$ cat src/rtl/nalt_pkg.sv
// ----------------------------------------------------------------------------
// nalt_pkg: shared types and constants for the nearest angle table lookup
// Widths, command and status codes, and the controller/datapath bundles.
// ----------------------------------------------------------------------------
package nalt_pkg;

  localparam int TableEntries = 16;
  localparam int IdxW         = (TableEntries > 1) ? $clog2(TableEntries) : 1;
  localparam int CntW         = $clog2(TableEntries + 1);
  localparam int KeyW         = 9;
  localparam int IdW          = 16;
  localparam int AngleW       = 32;
  localparam int CmdW         = 2;
  localparam int StatW        = 2;
  localparam int FullCircle   = 360;
  localparam int RedBits      = 8;
  localparam int RedSteps     = AngleW / RedBits;
  localparam int CtrW         = (IdxW > $clog2(RedSteps)) ? IdxW : $clog2(RedSteps);

  typedef enum logic [CmdW-1:0] {
    CMD_CLEAR = 2'd0,
    CMD_PUT   = 2'd1,
    CMD_QUERY = 2'd2,
    CMD_NONE  = 2'd3
  } cmd_t;

  typedef enum logic [StatW-1:0] {
    STAT_OK    = 2'd0,
    STAT_EMPTY = 2'd1,
    STAT_FULL  = 2'd2
  } status_t;

  // controller -> datapath
  typedef struct packed {
    logic            load;
    logic            red_step;
    logic            scan_step;
    logic [IdxW-1:0] idx;
    logic            resolve;
    logic            out_load;
  } dp_cmd_t;

  // datapath -> controller
  typedef struct packed {
    logic needs_scan;
  } dp_stat_t;

endpackage

$ cat src/rtl/nalt_if.sv
// ----------------------------------------------------------------------------
// nalt_if: request and result channels of the nearest angle table lookup
// Valid/ready handshake with the payload fields of each direction.
// ----------------------------------------------------------------------------
interface nalt_in_if;
  logic                            valid;
  logic                            ready;
  logic [nalt_pkg::CmdW-1:0]       command;
  logic [nalt_pkg::AngleW-1:0]     angle_value;
  logic [nalt_pkg::IdW-1:0]        entry_id;

  modport source (output valid, command, angle_value, entry_id, input ready);
  modport sink   (input valid, command, angle_value, entry_id, output ready);
endinterface

interface nalt_out_if;
  logic                            valid;
  logic                            ready;
  logic [nalt_pkg::StatW-1:0]      status;
  logic [nalt_pkg::IdW-1:0]        matched_id;

  modport source (output valid, status, matched_id, input ready);
  modport sink   (input valid, status, matched_id, output ready);
endinterface

$ cat src/rtl/nalt_ctrl.sv
// ----------------------------------------------------------------------------
// nalt_ctrl: sequencer of the nearest angle table lookup
// Steps each request through reduction, table scan (put and query), resolve and delivery.
// ----------------------------------------------------------------------------
module nalt_ctrl (
  input  logic               clk,
  input  logic               rst_n,
  input  logic               in_valid,
  output logic               in_ready,
  output logic               out_valid,
  input  logic               out_ready,
  input  nalt_pkg::dp_stat_t dp_stat,
  output nalt_pkg::dp_cmd_t  dp_cmd
);

  typedef enum logic [4:0] {
    S_IDLE    = 5'b00001,
    S_REDUCE  = 5'b00010,
    S_SCAN    = 5'b00100,
    S_RESOLVE = 5'b01000,
    S_DONE    = 5'b10000
  } state_t;

  localparam logic [nalt_pkg::CtrW-1:0] RedLast  = nalt_pkg::CtrW'(nalt_pkg::RedSteps - 1);
  localparam logic [nalt_pkg::CtrW-1:0] ScanLast =
    nalt_pkg::CtrW'(nalt_pkg::TableEntries - 1);

  state_t                      state_r, state_nxt;
  logic [nalt_pkg::CtrW-1:0]   cnt_r, cnt_nxt;
  logic                        out_valid_r, out_valid_nxt;

  always_comb begin
    state_nxt     = state_r;
    cnt_nxt       = cnt_r;
    out_valid_nxt = out_valid_r;
    in_ready      = 1'b0;
    dp_cmd        = '0;

    // drop the result once taken
    if (out_valid_r && out_ready) begin
      out_valid_nxt = 1'b0;
    end

    unique case (state_r)
      S_IDLE: begin
        in_ready = 1'b1;
        if (in_valid) begin
          dp_cmd.load = 1'b1;
          cnt_nxt     = '0;
          state_nxt   = S_REDUCE;
        end
      end
      S_REDUCE: begin
        dp_cmd.red_step = 1'b1;
        if (cnt_r == RedLast) begin
          cnt_nxt   = '0;
          state_nxt = dp_stat.needs_scan ? S_SCAN : S_RESOLVE;
        end else begin
          cnt_nxt = cnt_r + 1'b1;
        end
      end
      S_SCAN: begin
        dp_cmd.scan_step = 1'b1;
        if (cnt_r == ScanLast) begin
          state_nxt = S_RESOLVE;
        end else begin
          cnt_nxt = cnt_r + 1'b1;
        end
      end
      S_RESOLVE: begin
        dp_cmd.resolve = 1'b1;
        state_nxt      = S_DONE;
      end
      S_DONE: begin
        // hold until the output register is free
        if (!out_valid_r || out_ready) begin
          dp_cmd.out_load = 1'b1;
          out_valid_nxt   = 1'b1;
          state_nxt       = S_IDLE;
        end
      end
      default: begin
        state_nxt = S_IDLE;
      end
    endcase

    // address the entry scanned in the next cycle
    dp_cmd.idx = cnt_nxt[nalt_pkg::IdxW-1:0];
  end

  always_ff @(posedge clk) begin
    if (!rst_n) begin
      state_r     <= S_IDLE;
      cnt_r       <= '0;
      out_valid_r <= 1'b0;
    end else begin
      state_r     <= state_nxt;
      cnt_r       <= cnt_nxt;
      out_valid_r <= out_valid_nxt;
    end
  end

  assign out_valid = out_valid_r;

endmodule

$ cat src/rtl/nalt_dp.sv
// ----------------------------------------------------------------------------
// nalt_dp: datapath of the nearest angle table lookup
// Angle reduction, entry table, scan accumulators, resolve and result register.
// ----------------------------------------------------------------------------
module nalt_dp (
  input  logic                          clk,
  input  logic                          rst_n,
  input  nalt_pkg::dp_cmd_t             dp_cmd,
  output nalt_pkg::dp_stat_t            dp_stat,
  input  logic [nalt_pkg::CmdW-1:0]     in_command,
  input  logic [nalt_pkg::AngleW-1:0]   in_angle_value,
  input  logic [nalt_pkg::IdW-1:0]      in_entry_id,
  output logic [nalt_pkg::StatW-1:0]    out_status,
  output logic [nalt_pkg::IdW-1:0]      out_matched_id
);

  localparam int KeyW = nalt_pkg::KeyW;
  localparam int IdW  = nalt_pkg::IdW;
  localparam logic [KeyW:0] Circle = (KeyW + 1)'(nalt_pkg::FullCircle);

  // request registers
  nalt_pkg::cmd_t                cmd_r;
  logic [IdW-1:0]                id_in_r;
  logic [nalt_pkg::AngleW-1:0]   ang_r;
  logic [KeyW-1:0]               rem_r;

  // entry table
  logic [nalt_pkg::TableEntries-1:0] valid_r;
  logic [KeyW-1:0]                   key_mem [nalt_pkg::TableEntries];
  logic [IdW-1:0]                    id_mem  [nalt_pkg::TableEntries];
  logic [nalt_pkg::CntW-1:0]         count_r;

  // scan accumulators
  logic                        have_any_r, have_pred_r, have_succ_r, hit_r, free_r;
  logic [KeyW-1:0]             min_k_r, max_k_r, pred_k_r, succ_k_r;
  logic [IdW-1:0]              min_i_r, max_i_r, pred_i_r, succ_i_r;
  logic [nalt_pkg::IdxW-1:0]   hit_idx_r, free_idx_r;

  // resolve and output
  nalt_pkg::status_t           res_status, res_status_r;
  logic [IdW-1:0]              res_id, res_id_r;
  logic [nalt_pkg::StatW-1:0]  out_status_r;
  logic [IdW-1:0]              out_id_r;

  // reduction step: eight restoring compare-subtracts
  logic [KeyW-1:0]             red_rem;
  logic [KeyW:0]               red_t;

  always_comb begin
    red_rem = rem_r;
    red_t   = '0;
    for (int j = 0; j < nalt_pkg::RedBits; j++) begin
      red_t = {red_rem, ang_r[nalt_pkg::AngleW-1-j]};
      if (red_t >= Circle) begin
        red_t = red_t - Circle;
      end
      red_rem = red_t[KeyW-1:0];
    end
  end

  assign dp_stat.needs_scan = (cmd_r == nalt_pkg::CMD_PUT) || (cmd_r == nalt_pkg::CMD_QUERY);

  // entry under scan
  logic                      sc_v;
  logic [nalt_pkg::IdxW-1:0] sc_idx_r;
  logic [KeyW-1:0]           sc_k_r;
  logic [IdW-1:0]            sc_i_r;

  // fetch the entry addressed for the next cycle
  always_ff @(posedge clk) begin
    sc_idx_r <= dp_cmd.idx;
    sc_k_r   <= key_mem[dp_cmd.idx];
    sc_i_r   <= id_mem[dp_cmd.idx];
  end

  assign sc_v = valid_r[sc_idx_r];

  // final selection
  logic [KeyW:0] ud, ld;
  logic          pick_min;

  always_comb begin
    ud         = '0;
    ld         = '0;
    pick_min   = 1'b0;
    res_status = nalt_pkg::STAT_OK;
    res_id     = '0;
    if (!have_succ_r) begin
      // every key at or below the angle: last key vs first key wrapped forward
      ud = {1'b0, rem_r} - {1'b0, max_k_r};
      ld = Circle - {1'b0, rem_r} + {1'b0, min_k_r};
    end else if (!have_pred_r) begin
      // every key above the angle: first key vs last key wrapped backward
      ld = {1'b0, min_k_r} - {1'b0, rem_r};
      ud = Circle - {1'b0, max_k_r} + {1'b0, rem_r};
    end else begin
      ud = {1'b0, succ_k_r} - {1'b0, rem_r};
      ld = {1'b0, rem_r} - {1'b0, pred_k_r};
    end
    pick_min = (ud > ld);

    unique case (cmd_r)
      nalt_pkg::CMD_PUT: begin
        if (!hit_r && !free_r) begin
          res_status = nalt_pkg::STAT_FULL;
        end
      end
      nalt_pkg::CMD_QUERY: begin
        if (count_r == '0) begin
          res_status = nalt_pkg::STAT_EMPTY;
        end else if (count_r == nalt_pkg::CntW'(1)) begin
          res_id = min_i_r;
        end else if (!have_succ_r || !have_pred_r) begin
          res_id = pick_min ? min_i_r : max_i_r;
        end else begin
          res_id = (ud <= ld) ? succ_i_r : pred_i_r;
        end
      end
      default: begin
        res_status = nalt_pkg::STAT_OK;
      end
    endcase
  end

  // control flags, valid bits and fill count
  always_ff @(posedge clk) begin
    if (!rst_n) begin
      valid_r     <= '0;
      count_r     <= '0;
      have_any_r  <= 1'b0;
      have_pred_r <= 1'b0;
      have_succ_r <= 1'b0;
      hit_r       <= 1'b0;
      free_r      <= 1'b0;
    end else begin
      if (dp_cmd.load) begin
        have_any_r  <= 1'b0;
        have_pred_r <= 1'b0;
        have_succ_r <= 1'b0;
        hit_r       <= 1'b0;
        free_r      <= 1'b0;
      end
      if (dp_cmd.scan_step) begin
        if (sc_v) begin
          have_any_r <= 1'b1;
          if (sc_k_r == rem_r) begin
            hit_r <= 1'b1;
          end
          if (sc_k_r <= rem_r) begin
            have_pred_r <= 1'b1;
          end else begin
            have_succ_r <= 1'b1;
          end
        end else if (!free_r) begin
          free_r <= 1'b1;
        end
      end
      if (dp_cmd.resolve) begin
        if (cmd_r == nalt_pkg::CMD_CLEAR) begin
          valid_r <= '0;
          count_r <= '0;
        end else if (cmd_r == nalt_pkg::CMD_PUT && !hit_r && free_r) begin
          valid_r[free_idx_r] <= 1'b1;
          count_r             <= count_r + 1'b1;
        end
      end
    end
  end

  // payload registers
  always_ff @(posedge clk) begin
    if (dp_cmd.load) begin
      cmd_r   <= nalt_pkg::cmd_t'(in_command);
      id_in_r <= in_entry_id;
      ang_r   <= in_angle_value;
      rem_r   <= '0;
    end
    if (dp_cmd.red_step) begin
      rem_r <= red_rem;
      ang_r <= ang_r << nalt_pkg::RedBits;
    end
    if (dp_cmd.scan_step) begin
      if (sc_v) begin
        if (sc_k_r == rem_r) begin
          hit_idx_r <= sc_idx_r;
        end
        if (!have_any_r || sc_k_r < min_k_r) begin
          min_k_r <= sc_k_r;
          min_i_r <= sc_i_r;
        end
        if (!have_any_r || sc_k_r > max_k_r) begin
          max_k_r <= sc_k_r;
          max_i_r <= sc_i_r;
        end
        if (sc_k_r <= rem_r) begin
          if (!have_pred_r || sc_k_r > pred_k_r) begin
            pred_k_r <= sc_k_r;
            pred_i_r <= sc_i_r;
          end
        end else begin
          if (!have_succ_r || sc_k_r < succ_k_r) begin
            succ_k_r <= sc_k_r;
            succ_i_r <= sc_i_r;
          end
        end
      end else if (!free_r) begin
        free_idx_r <= sc_idx_r;
      end
    end
    if (dp_cmd.resolve) begin
      res_status_r <= res_status;
      res_id_r     <= res_id;
      if (cmd_r == nalt_pkg::CMD_PUT) begin
        if (hit_r) begin
          id_mem[hit_idx_r] <= id_in_r;
        end else if (free_r) begin
          key_mem[free_idx_r] <= rem_r;
          id_mem[free_idx_r]  <= id_in_r;
        end
      end
    end
    if (dp_cmd.out_load) begin
      out_status_r <= res_status_r;
      out_id_r     <= res_id_r;
    end
  end

  assign out_status     = out_status_r;
  assign out_matched_id = out_id_r;

endmodule

$ cat src/rtl/nearest_angle_table_lookup.sv
// ----------------------------------------------------------------------------
// nearest_angle_table_lookup: circular nearest-key table
// Stores (angle key, id) pairs and answers a query angle with the id of the
// circularly nearest key; clear and put maintain the table.
// ----------------------------------------------------------------------------
//
//  channel   dir  handshake         payload
//  --------  ---  ----------------  ------------------------------------------
//  in_ch     in   valid / ready     command[1:0], angle_value[31:0], entry_id[15:0]
//  out_ch    out  valid / ready     status[1:0], matched_id[15:0]
//
//  Put and query requests pass from one accept to the next through an idle
//  state, mod-360 reduction (8 angle bits a cycle), a table scan (one entry a
//  cycle over the 16-entry table), resolve and load. Clear and the unused
//  command skip the scan.
//  Reset (rst_n, synchronous, active low) invalidates every table entry at once.
//  A stalled result holds in the output register; the sequencer waits before
//  loading the next one, and no new request is taken until then.
//
module nearest_angle_table_lookup (
  input  logic       clk,
  input  logic       rst_n,
  nalt_in_if.sink    in_ch,
  nalt_out_if.source out_ch
);

  nalt_pkg::dp_cmd_t  dp_cmd;
  nalt_pkg::dp_stat_t dp_stat;

  // sequencer: handshakes and step commands
  nalt_ctrl u_ctrl (
    .clk       (clk),
    .rst_n     (rst_n),
    .in_valid  (in_ch.valid),
    .in_ready  (in_ch.ready),
    .out_valid (out_ch.valid),
    .out_ready (out_ch.ready),
    .dp_stat   (dp_stat),
    .dp_cmd    (dp_cmd)
  );

  // datapath: reduction, table, scan and result register
  nalt_dp u_dp (
    .clk            (clk),
    .rst_n          (rst_n),
    .dp_cmd         (dp_cmd),
    .dp_stat        (dp_stat),
    .in_command     (in_ch.command),
    .in_angle_value (in_ch.angle_value),
    .in_entry_id    (in_ch.entry_id),
    .out_status     (out_ch.status),
    .out_matched_id (out_ch.matched_id)
  );

endmodule

$ cat src/flat_wrapper.sv
// flat-port wrapper written by rule: the top's interface ports become plain ports
module nearest_angle_table_lookup_flat 
  (clk, rst_n, in_ch_valid, in_ch_command, in_ch_angle_value, in_ch_entry_id, in_ch_ready, out_ch_valid, out_ch_status, out_ch_matched_id, out_ch_ready);
  nalt_in_if in_ch_i ();
  nalt_out_if out_ch_i ();
  input  logic clk;
  input  logic rst_n;
  input wire logic [$bits(in_ch_i.valid)-1:0] in_ch_valid;
  input wire logic [$bits(in_ch_i.command)-1:0] in_ch_command;
  input wire logic [$bits(in_ch_i.angle_value)-1:0] in_ch_angle_value;
  input wire logic [$bits(in_ch_i.entry_id)-1:0] in_ch_entry_id;
  output wire logic [$bits(in_ch_i.ready)-1:0] in_ch_ready;
  output wire logic [$bits(out_ch_i.valid)-1:0] out_ch_valid;
  output wire logic [$bits(out_ch_i.status)-1:0] out_ch_status;
  output wire logic [$bits(out_ch_i.matched_id)-1:0] out_ch_matched_id;
  input wire logic [$bits(out_ch_i.ready)-1:0] out_ch_ready;
  assign in_ch_i.valid = in_ch_valid;
  assign in_ch_i.command = in_ch_command;
  assign in_ch_i.angle_value = in_ch_angle_value;
  assign in_ch_i.entry_id = in_ch_entry_id;
  assign in_ch_ready = in_ch_i.ready;
  assign out_ch_valid = out_ch_i.valid;
  assign out_ch_status = out_ch_i.status;
  assign out_ch_matched_id = out_ch_i.matched_id;
  assign out_ch_i.ready = out_ch_ready;
  nearest_angle_table_lookup u_core (.clk(clk), .rst_n(rst_n), .in_ch(in_ch_i), .out_ch(out_ch_i));
endmodule
$ cat config.mk
export PLATFORM = sky130hd
export DESIGN_NAME = nearest_angle_table_lookup_flat
export DESIGN_NICKNAME = d
export VERILOG_FILES = /design/src/rtl/nalt_pkg.sv /design/src/rtl/nalt_if.sv /design/src/rtl/nalt_ctrl.sv /design/src/rtl/nalt_dp.sv /design/src/rtl/nearest_angle_table_lookup.sv /design/src/flat_wrapper.sv
export SDC_FILE = /design/constraint.sdc
export NUM_CORES = 1
export LEC_CHECK = 0
export BUFFER_PORTS_ARGS = -buffer_cell sky130_fd_sc_hd__buf_4
export CORE_MARGIN = 8
export CORE_UTILIZATION = 27
export DETAILED_ROUTE_END_ITERATION = 10
export GPL_ROUTABILITY_DRIVEN = 0
export PLACE_DENSITY = 0.42
export SYNTH_ARGS = -nofsm -noshare
export SYNTH_HDL_FRONTEND = slang
export SYNTH_SLANG_ARGS = --single-unit
$ cat constraint.sdc
create_clock -name clk -period 7 [get_ports clk]
set_input_delay 1.05 -clock clk [delete_from_list [all_inputs] [get_ports clk]]
set_output_delay 1.05 -clock clk [all_outputs]
set_load 0.01 [all_outputs]
==> results.ini, run 1 <==
[outcome]
status = completed

[sta]
setup-tns-final_ns = 0
slew_viol_final = 0
clock.fmax_mhz = 148
setup_violations = 0
fin_ws_ns = 0.251
fin_crit_sh = 0.964
hold_viol = 0
post-route-min-period_ns = 6.75
finClkSkew_ns = 0.0208
relSlewSlack = 0.165
worst_pin_slew_ns = 1.24

[clock_tree]
cts_tree = yes
cts.clk_slew.worst_paths_ns = 0.06
htree_levels = 3
clk_path_buf_depth = 3
numCtsBuffers = 73
cts.hold.buffers_added = 0
clock_latency_ns = 0.62
cts-root-buf = clkbuf_16
clkSinkCount = 668

[die]
fp.dieH_um = 356
die-width_um = 356
start_util = 0.273
rows = 124
die-area_um2 = 127000
core_area_um2 = 114000
io_pins = 74

[route]
wl_mm = 88.1
drt_iter0_markers = 1700
vias = 20700
drt-vias-per-instance = 4.84
drc = 0
wl_per_cell_um = 20.6
ant_nets = 0
dr.pass1.iters = 7

[place]
preCtsSetupSlack_ns = 0.00870
placedCellCount = 4140
hpwl_mm = 55.3
portBuffers = 73

[cells_and_area]
largest_register = u_core.u_dp.id_mem
reg_top3 = u_core.u_dp.id_mem (256), u_core.u_dp.key_mem (144), u_core.u_dp.ang_r (32)
final_nets = 2900
fillCellCount = 11300
largest_reg_flops = 256
final_cells = 4284
drive_gt1_frac = 0.135
area_growth_pct = 16.7
fin_util = 0.318

[yosys]
synth_compound_area_frac = 0.116
ys_seq_area_frac = 0.620
yosys-top-cells-count = 595 x edfxtp_1, 523 x nand2_1, 131 x a21oi_1
synth_top_family_by_area = simple AND/OR/NAND/NOR gates
synthMuxAreaShare = 0.0209
ys.warnings.count = 0
synth-seq-cells = 668
synth.cell_area_um2 = 31200
syn_inst = 2616
syn_avg_cell_area_um2 = 11.9
synthAdderAreaFrac = 0.0581
synth_edf_count = 595
synth-xor-area-share = 0.0165
synth_top_flop_cell = edfxtp_1
synth.top_cell.area_share = 0.573
ys_async_sr_fraction = 0
yosysUniqueCellTypes = 101
synth-simple-area-share = 0.139
syn-num-nets = 2804
yosys.area.top_type = edfxtp_1
synth_most_common_cell = edfxtp_1
synth.area.top_cells = edfxtp_1 57%, nand2_1 6.3%, ha_1 4.8%, dfxtp_1 4.7%, a311oi_1 2.1%

[setup_path]
reg2reg_from = u_core.u_dp.rem_r[3]
rrSetupSlack_ns = 0.25
arrival_ns = 7.20
end_kind = flip-flop
required_ns = 7.45
worstSetupPathType = reg2reg
start_kind = flip-flop
r2r-end = u_core.u_dp.rem_r[5]
r2r_cells = 23
cp_max_fo = 9

[flow_run]
maxCapViolCount = 0

[pwr]
power_density_nw_per_um2 = 542
p_total_uw = 19700
ir_drop_mv = 0.950
p_leak_uw = 0.0129

[global_route]
grt_usage = 0.134
grtUsageMet2 = 0.220
first_global_vias = 20600
grt_max_degree = 202
top_usage_layer = met2
grt_antenna_before_repair = 4
grtUsageMet1 = 0.188
grt_util_met3 = 0.0160
grt_pass1_wl_mm = 132
grt_overflow_total = 0

[worst_hold_path]
min_from = u_core.u_dp.res_id_r[4]
hold_end = u_core.u_dp.out_matched_id[4]
hold_depth = 0
hold_class = reg2reg

==> worst max-delay path by stage <==
stage / endpoint / startpoint / cells past startpoint
detailed placement: u_core.u_dp.rem_r[5] / u_core.u_dp.rem_r[2] / 24
finish: u_core.u_dp.rem_r[5] / u_core.u_dp.rem_r[3] / 23
global placement: u_core.u_dp.rem_r[5] / u_core.u_dp.rem_r[3] / 23
CTS: u_core.u_dp.rem_r[5] / u_core.u_dp.rem_r[2] / 23
global route: u_core.u_dp.rem_r[5] / u_core.u_dp.rem_r[2] / 24
floorplan: u_core.u_dp.rem_r[5] / u_core.u_dp.rem_r[3] / 22
==> power by group <==
| part | total (µW) | switching, µW | leakage (µW) | internal [µW] |
|---|---|---|---|---|
| Sequential | 4830 | 186 | 0.00596 | 4640 |
| Combinational | 11100 | 6590 | 0.00573 | 4470 |
| Clock | 3810 | 1600 | 0.00117 | 2210 |
| Total | 19700 | 8380 | 0.0129 | 11300 |
==> metrics by stage <==
stage	hold slack, ns	area (µm²)
global placement	0.405	33700
CTS	0.418	36100
floorplan	0.400	31200
detailed placement	0.406	33700
finish	0.415	36400
global route	0.428	36400
==> repair_timing <==
item                                    4_1_cts  5_1_grt
gates cloned                                  0        1
setup buffers                                 0        8
pin swaps                                     0        7
resized for setup                             1       24
endpoints found under the setup margin        1        6
==> metal layers <==
| metal | wire, µm | vias up |
|---|---|---|
| li1 | - | 9856 |
| met3 | 3000 | 112 |
| met5 | 0 | - |
| met4 | 1730 | 0 |
| met1 | 42200 | 10300 |
| met2 | 41200 | 433 |
==> critical path: stages, from the launching register on <==
cell	delay, ns
edfxtp_1	0.37
buf_4	0.21
o211ai_4	0.12
a21o_1	0.23
o211a_1	0.37
o31ai_4	0.32
mux2_2	0.46
a211oi_1	0.31
nand3b_1	0.27
a31oi_4	0.31
a311oi_1	0.09
o32a_1	0.37
buf_4	0.16
or3_4	0.38
a32oi_4	0.23
o31a_4	0.20
o2111a_4	0.28
a21oi_1	0.12
or4_1	0.55
a31o_1	0.27
a221oi_4	0.30
o21ai_2	0.17
or3_1	0.39
o211ai_1	0.08
==> layout by cell type (no fill, tap or decap), drive strengths merged, types with 26 or more instances in the layout <==
cell type  Yosys  layout
a22o          26      26
xnor2         45      45
a31oi         38      39
nor2         127     127
nand2        523     523
o21ai         88      88
a311oi        76      76
a21oi        131     131
nor3          29      29
edfxtp       595     595
buf           14     148
ha           120     120
nand3        125     125
and3          60      60
clkinv         2      27
dfxtp         73      73
clkbuf       114     101
inv          107     109
==> final cells by class <==
| type | instances | area [µm²] | share of cell area |
|---|---|---|---|
| Tap cell | 1512 | 1890 | 0.0520 |
| Clock buffer | 101 | 2120 | 0.0582 |
| Clock inverter | 33 | 278 | 0.00764 |
| Antenna cell | 1 | 2.50 | 0.0000688 |
| Inverter | 109 | 415 | 0.0114 |
| Multi-Input combinational cell | 1712 | 11200 | 0.308 |
| Timing Repair Buffer | 148 | 1120 | 0.0309 |
| Sequential cell | 668 | 19300 | 0.532 |
==> logic make-up after synthesis <==
logic type / count (synthesis)
AOI/OAI and AO/OA: 509
muxes: 38
adders and majority gates: 137
xor gates and xnor gates: 57
and+or+nand+nor: 970
DFF: 668
buffers and inverters: 237
No activity file was read; power rests on OpenSTA's default activity.
==> inputs of run 2 (changes only) <==
--- a/config.mk
+++ b/config.mk
@@ -11,6 +11,7 @@
 export DETAILED_ROUTE_END_ITERATION = 10
 export GPL_ROUTABILITY_DRIVEN = 0
 export PLACE_DENSITY = 0.42
+export SETUP_SLACK_MARGIN = 0.4
 export SYNTH_ARGS = -nofsm -noshare
 export SYNTH_HDL_FRONTEND = slang
 export SYNTH_SLANG_ARGS = --single-unit
==> results.ini, run 2 (synthesis gave the netlist of run 1 again) <==
[die]
rows = 124  ; unchanged
io_pins = 74  ; unchanged
die-width_um = 356  ; unchanged
start_util = 0.273  ; unchanged
core_area_um2 = 114000  ; unchanged
die-area_um2 = 127000  ; unchanged
fp.dieH_um = 356  ; unchanged

[setup_path]
cp_max_fo = 15  ; was 9
worstSetupPathType = reg2reg  ; unchanged
cp_cell_sequence = buf_4 -> nor3_1 -> a211oi_4 -> buf_4 -> o311a_1 -> o21a_4 -> o32ai_4 -> a22oi_2 -> buf_4 -> a31oi_4 -> buf_4 -> nor2_4 -> or4_1 -> a31oi_1 -> o31a_4 -> o2111a_4 -> a21oi_1 -> or4_1 -> a31o_1 -> a221oi_4 -> o21ai_2 -> or3_1 -> o211ai_1  ; was buf_4 -> o211ai_4 -> a21o_1 -> o211a_1 -> o31ai_4 -> mux2_2 -> a211oi_1 -> nand3b_1 -> a31oi_4 -> a311oi_1 -> o32a_1 -> buf_4 -> or3_4 -> a32oi_4 -> o31a_4 -> o2111a_4 -> a21oi_1 -> or4_1 -> a31o_1 -> a221oi_4 -> o21ai_2 -> or3_1 -> o211ai_1
cpPeakStageDelay_ns = 0.55  ; about the same
end_kind = flip-flop  ; unchanged
arrival_ns = 6.93  ; was 7.20 ns
crit_family = compound AO/OA/AOI/OAI gates  ; unchanged
start_kind = flip-flop  ; unchanged
critPathMostFrequentCell = buf_4  ; unchanged
cp_num_buf_inv = 4  ; was 2
cpMaxStageDelayCell = or4_1  ; unchanged
required_ns = 7.45  ; about the same

[clock_tree]
cts.clk_slew.worst_paths_ns = 0.06  ; about the same
htree_levels = 3  ; unchanged
cts.hold.buffers_added = 0  ; unchanged
cts-root-buf = clkbuf_16  ; unchanged
cts_tree = yes  ; unchanged
numCtsBuffers = 77  ; was 73
clkSinkCount = 668  ; unchanged
clock_latency_ns = 0.63  ; was 0.62 ns
clk_path_buf_depth = 3  ; unchanged

[place]
portBuffers = 73  ; unchanged
hpwl_mm = 54.3  ; was 55.3 mm

[route]
ant_nets = 0  ; unchanged
drt-vias-per-instance = 4.82  ; was 4.84
drc = 0  ; unchanged
wl_mm = 87.5  ; was 88.1 mm
vias = 20800  ; was 20,700
drt_iter0_markers = 1394  ; was 1,700
dr.pass1.iters = 5  ; was 7
wl_per_cell_um = 20.3  ; was 20.6 µm

[cells_and_area]
drive_gt1_frac = 0.151  ; was 0.135
final_common_cell = edfxtp_1  ; unchanged
num_antenna_cells = 0  ; was 1
fillCellCount = 11300  ; about the same
largest_register = u_core.u_dp.id_mem  ; unchanged
multiInputGateArea_um2 = 11500  ; was 11,200 µm²
largest_reg_flops = 256  ; unchanged
area_growth_pct = 19.1  ; was 16.7%
final_nets = 2929  ; was 2,900
register_area_um2 = 19300  ; unchanged
final_cell_mix = 595 x edfxtp_1, 523 x nand2_1, 167 x buf_4  ; was 595 x edfxtp_1, 523 x nand2_1, 147 x buf_4
fin_util = 0.324  ; was 0.318
reg_top3 = u_core.u_dp.id_mem (256), u_core.u_dp.key_mem (144), u_core.u_dp.ang_r (32)  ; unchanged

[sta]
worst_pin_slew_ns = 1.19  ; was 1.24 ns
clock.fmax_mhz = 154  ; was 148 MHz
setup-tns-final_ns = 0  ; unchanged
finClkSkew_ns = 0.0265  ; was 0.0208 ns
relSlewSlack = 0.202  ; was 0.165
fin_crit_sh = 0.925  ; was 0.964
slew_viol_final = 0  ; unchanged
hold-worst-slack_ns = 0.421  ; was 0.415 ns
post-route-min-period_ns = 6.48  ; was 6.75 ns
setup_violations = 0  ; unchanged
hold_viol = 0  ; unchanged
grt_setup_unrepaired = yes

[pwr]
p_sw_uw = 8660  ; was 8380 µW
power_density_nw_per_um2 = 564  ; was 542 nW/µm²
ir_drop_mv = 0.760  ; was 0.950 mV
power_frac_clock = 0.198  ; was 0.193
p_sw_frac = 0.414  ; was 0.425
seqPwrFrac = 0.231  ; was 0.245
combPwrFrac = 0.571  ; was 0.562
p_leak_uw = 0.0131  ; was 0.0129 µW
power.internal_uw = 12300  ; was 11,300 µW

[flow_run]
maxCapViolCount = 0  ; unchanged

[global_route]
grt_max_degree = 194  ; was 202
grt_overflow_total = 0  ; unchanged
grt_usage = 0.133  ; was 0.134
first_global_vias = 20900  ; was 20,600
grt_pass1_wl_mm = 131  ; was 132 mm
grt_antenna_before_repair = 4  ; unchanged

[worst_hold_path]
hold_class = reg2reg  ; unchanged

[outcome]
status = completed  ; unchanged

run 2: per-stage QoR:
stage | instances | power (µW) | setup WS (ns) | instance area [µm²]
3_3_place_gp | 4131 | 15300 | 0.292 | 33700
2_1_floorplan | 2616 | 13000 | 0.473 | 31200
3_5_place_dp | 4131 | 15500 | 0.107 | 33700
5_1_grt | 4317 | 22100 | 0.285 | 37100
4_1_cts | 4281 | 19900 | 0.411 | 36500
6_report | 4317 | 20900 | 0.522 | 37100
run 2: final timing paths:
check / from / to / slack [ns] / cells past startpoint
max: u_core.u_dp.rem_r[7] / u_core.u_dp.rem_r[5] / 0.52 / 23
max reg2reg: u_core.u_dp.rem_r[7] / u_core.u_dp.rem_r[5] / 0.52 / 23
min: u_core.u_dp.res_id_r[12] / u_core.u_dp.out_matched_id[12] / 0.42 / 0
min reg2reg: u_core.u_dp.res_id_r[12] / u_core.u_dp.out_matched_id[12] / 0.42 / 0
run 2: power by group through the flow:
stage / Sequential (µW) / Combinational (µW) / Clock, µW
floorplan: 4880 / 8140 / 0
global placement: 4910 / 10400 / 0
detailed placement: 4930 / 10600 / 0
CTS: 4840 / 10700 / 4280
global route: 4850 / 12800 / 4420
finish: 4830 / 11900 / 4140
run 2: final cells by class:
type	count	share of cell area
clock inverter	44	0.0146
tap	1512	0.0510
inverter	109	0.0113
clock buffer	99	0.0569
timing repair buffer	173	0.0363
multi-input combinational	1712	0.309
sequential	668	0.521
run 2: worst reg2reg max path: stages, from the launching register on:
cell and delay [ns]:
edfxtp_1 0.44, buf_4 0.23, nor3_1 0.51, a211oi_4 0.09, buf_4 0.18, o311a_1 0.40
o21a_4 0.25, o32ai_4 0.30, a22oi_2 0.11, buf_4 0.17, a31oi_4 0.19, buf_4 0.18
nor2_4 0.08, or4_1 0.55, a31oi_1 0.30, o31a_4 0.25, o2111a_4 0.28, a21oi_1 0.12
or4_1 0.51, a31o_1 0.27, a221oi_4 0.29, o21ai_2 0.15, or3_1 0.38, o211ai_1 0.09
run 2: timing repair:
item                       in CTS  in global routing
setup endpoints to repair       6                 22
gates cloned                    0                  2
buffers inserted                7                 34
pin swaps                       4                 21
resized for setup              14                 53
run 2: per-layer routing:
metal  up-vias  global-route usage  share of wire
li1       9922                   -              -
met1     10400               0.182           0.47
met2       441               0.224           0.48
met3       108              0.0171          0.037
met4         0              0.0343          0.017
met5         -                   0              0
==> inputs of run 3 (changes only) <==
--- a/config.mk
+++ b/config.mk
@@ -14,4 +14,5 @@
 export SETUP_SLACK_MARGIN = 0.4
 export SYNTH_ARGS = -nofsm -noshare
 export SYNTH_HDL_FRONTEND = slang
+export SYNTH_HIERARCHICAL = 1
 export SYNTH_SLANG_ARGS = --single-unit
==> results.ini, run 3 <==
[cells_and_area]
final_cells = 3750  ; was 4,317
largest_register = u_core/u_dp/id_mem  ; was u_core.u_dp.id_mem
final_cell_mix = 595 x edfxtp_1, 160 x buf_4, 146 x mux4_2  ; was 595 x edfxtp_1, 523 x nand2_1, 167 x buf_4
area_growth_pct = 18.8  ; was 19.1%
drive_gt1_frac = 0.248  ; was 0.151
largest_reg_flops = 256  ; unchanged
final_common_cell = edfxtp_1  ; unchanged
reg_top3 = u_core/u_dp/id_mem (256), u_core/u_dp/key_mem (144), u_core/u_dp/ang_r (32)  ; was u_core.u_dp.id_mem (256), u_core.u_dp.key_mem (144), u_core.u_dp.ang_r (32)
final_nets = 2378  ; was 2,929
fillCellCount = 11100  ; was 11,300
num_antenna_cells = 0  ; unchanged
fin_util = 0.324  ; about the same

[sta]
grt_setup_unrepaired = no  ; was yes
relSlewSlack = 0.147  ; was 0.202
setup-tns-final_ns = 0  ; unchanged
fin_crit_sh = 0.908  ; was 0.925
slew_viol_final = 0  ; unchanged
finClkSkew_ns = 0.0389  ; was 0.0265 ns
clock.fmax_mhz = 157  ; was 154 MHz
post-route-min-period_ns = 6.36  ; was 6.48 ns
worst_pin_slew_ns = 1.27  ; was 1.19 ns
fin_ws_ns = 0.644  ; was 0.522 ns
setup_violations = 0  ; unchanged
hold_viol = 0  ; unchanged

[yosys]
yosys.area.top_type = edfxtp_1  ; unchanged
synth_top_flop_cell = edfxtp_1  ; unchanged
synth-seq-cells = 668  ; unchanged
syn_avg_cell_area_um2 = 15.2  ; was 11.9 µm²
yosys-top-cells-count = 595 x edfxtp_1, 146 x mux4_2, 124 x nand2_1  ; was 595 x edfxtp_1, 523 x nand2_1, 131 x a21oi_1
syn_inst = 2028  ; was 2,616
synth.top_cell.area_share = 0.581  ; was 0.573
synth.area.top_cells = edfxtp_1 58%, mux4_2 11%, ha_1 4.9%, dfxtp_1 4.8%, a21oi_1 1.5%  ; was edfxtp_1 57%, nand2_1 6.3%, ha_1 4.8%, dfxtp_1 4.7%, a311oi_1 2.1%
synth_most_common_cell = edfxtp_1  ; unchanged
synth_edf_count = 595  ; unchanged
ys_async_sr_fraction = 0  ; unchanged
yosysUniqueCellTypes = 103  ; was 101
syn-num-nets = 2216  ; was 2,804
ys_seq_area_frac = 0.629  ; was 0.620
ys.warnings.count = 6  ; was 0
synth.cell_area_um2 = 30700  ; was 31,200 µm²

[die]
io_pins = 74  ; unchanged
die-area_um2 = 125000  ; was 127,000 µm²
rows = 123  ; was 124
fp.dieH_um = 353  ; was 356 µm
core_area_um2 = 113000  ; was 114,000 µm²
start_util = 0.273  ; about the same
die-width_um = 353  ; was 356 µm

[outcome]
status = completed  ; unchanged

[clock_tree]
cts_tree = yes  ; unchanged
cts.hold.buffers_added = 0  ; unchanged
htree_levels = 3  ; unchanged
clock_latency_ns = 0.63  ; about the same
cts.clk_slew.worst_paths_ns = 0.06  ; about the same
clkSinkCount = 668  ; unchanged
numCtsBuffers = 73  ; was 77
cts-root-buf = clkbuf_16  ; unchanged
clk_path_buf_depth = 3  ; unchanged

[setup_path]
cpPeakStageDelay_ns = 0.60  ; was 0.55 ns
cpMaxStageDelayCell = or4_4  ; was or4_1
critPathMostFrequentCell = buf_4  ; unchanged
arrival_ns = 6.71  ; was 6.93 ns
worstSetupPathType = reg2reg  ; unchanged
start_kind = flip-flop  ; unchanged
cp_max_fo = 8  ; was 15
end_kind = flip-flop  ; unchanged
required_ns = 7.35  ; was 7.45 ns

[pwr]
power_density_nw_per_um2 = 374  ; was 564 nW/µm²
ir_drop_mv = 0.432  ; was 0.760 mV
p_sw_uw = 4640  ; was 8660 µW
power_frac_clock = 0.282  ; was 0.198
p_leak_uw = 0.0123  ; was 0.0131 µW
p_sw_frac = 0.340  ; was 0.414
combPwrFrac = 0.390  ; was 0.571
p_total_uw = 13700  ; was 20,900 µW
seqPwrFrac = 0.328  ; was 0.231
power.internal_uw = 9020  ; was 12,300 µW

[route]
dr.pass1.iters = 5  ; unchanged
ant_nets = 0  ; unchanged
wl_mm = 81.7  ; was 87.5 mm
drt_iter0_markers = 1479  ; was 1,394
drt-vias-per-instance = 4.79  ; was 4.82
drc = 0  ; unchanged
wl_per_cell_um = 21.8  ; was 20.3 µm
vias = 17900  ; was 20,800

[place]
portBuffers = 73  ; unchanged
placedCellCount = 3587  ; was 4,131
preCtsSetupSlack_ns = 0.0940  ; was 0.107 ns
hpwl_mm = 52.9  ; was 54.3 mm

[flow_run]
maxCapViolCount = 0  ; unchanged

[global_route]
grt_usage = 0.127  ; was 0.133
grt_util_met3 = 0.0158  ; was 0.0171
top_usage_layer = met2  ; unchanged
grtUsageMet2 = 0.220  ; was 0.224
grt_antenna_before_repair = 0  ; was 4
grt_overflow_total = 0  ; unchanged
grtUsageMet1 = 0.170  ; was 0.182
first_global_vias = 18700  ; was 20,900
grt_pass1_wl_mm = 121  ; was 131 mm
grt_max_degree = 68  ; was 194

[worst_hold_path]
hold_class = reg2reg  ; unchanged

[run 3: changes by cell type in the layout (fill, tap and decap cells not counted), sizes merged, moves of 11 or more]
cell	delta
a31oi	-21
mux2i	+13
a21oi	-34
nand3	-106
mux4	+125
nand2	-397
o21ai	-11
and3	-57
a311oi	-74
[run 3: final timing paths]
check                           from                       endpoint  slack (ns)  cells after the start
max             u_core/u_dp/rem_r[2]           u_core/u_dp/rem_r[4]        0.64                     25
max reg2reg     u_core/u_dp/rem_r[2]           u_core/u_dp/rem_r[4]        0.64                     25
min reg2reg  u_core/u_dp/res_id_r[8]  u_core/u_dp/out_matched_id[8]        0.43                      0
min          u_core/u_dp/res_id_r[8]  u_core/u_dp/out_matched_id[8]        0.43                      0
[run 3: final cells by class]
cell class                 instances  area [µm²]  share of cell area
sequential                       668       19300               0.530
timing repair buffer             167        1310              0.0358
clock buffer                      99        2030              0.0555
inverter                         106         400              0.0110
tap                             1500        1880              0.0514
multi-input combinational       1174       11200               0.306
clock inverter                    36         393              0.0108
[run 3: metrics by stage]
| stage | hold WS (ns) | cell area (µm²) |
|---|---|---|
| after floorplan | 0.400 | 30700 |
| after global placement | 0.409 | 33500 |
| after detailed placement | 0.407 | 33500 |
| after CTS | 0.424 | 36000 |
| after global routing | 0.444 | 36500 |
| final | 0.428 | 36500 |
[run 3: critical path: cells and delay by family (launching register included)]
family / cells / cell delay (ns)
DFF: 1 / 0.44
muxes: 2 / 0.64
and+or+nand+nor: 6 / 1.32
buffers and inverters: 4 / 0.71
AOI/OAI and AO/OA: 13 / 2.98
[run 3: repair_timing]
action / CTS / global route
buffers inserted: 7 / 21
hold endpoints to repair: 0 / 0
pin swaps: 7 / 20
setup endpoints to repair: 5 / 22
resized for setup: 11 / 60
[run 3: routing by layer]
| metal | vias to the layer above | wire, µm | part of all wire |
|---|---|---|---|
| met4 | 0 | 1480 | 0.018 |
| met2 | 359 | 40500 | 0.50 |
| met1 | 9271 | 36900 | 0.45 |
| li1 | 8212 | - | - |
| met3 | 102 | 2770 | 0.034 |
| met5 | - | 0 | 0 |
[run 3: power by group through the flow]
| stage | clock network, µW | logic [µW] | registers (µW) |
|---|---|---|---|
| 3_3_place_gp | 0 | 4400 | 4560 |
| 3_5_place_dp | 0 | 4430 | 4570 |
| 4_1_cts | 3980 | 4700 | 4480 |
| 2_1_floorplan | 0 | 3500 | 4550 |
| 6_report | 3850 | 5330 | 4480 |
| 5_1_grt | 4120 | 5780 | 4490 |
[run 3: cells by family (layout without fill, tap and decap cells)]
group,Yosys count,in the layout,synth area share
flip-flops,668,668,0.629
AND/OR/NAND/NOR,436,436,0.0704
multiplexers,181,181,0.119
adder cells (fa/ha/maj),135,135,0.0583
buffers and inverters,186,408,0.0241
XOR/XNOR,56,56,0.0162
AO/OA/AOI/OAI,366,366,0.0830
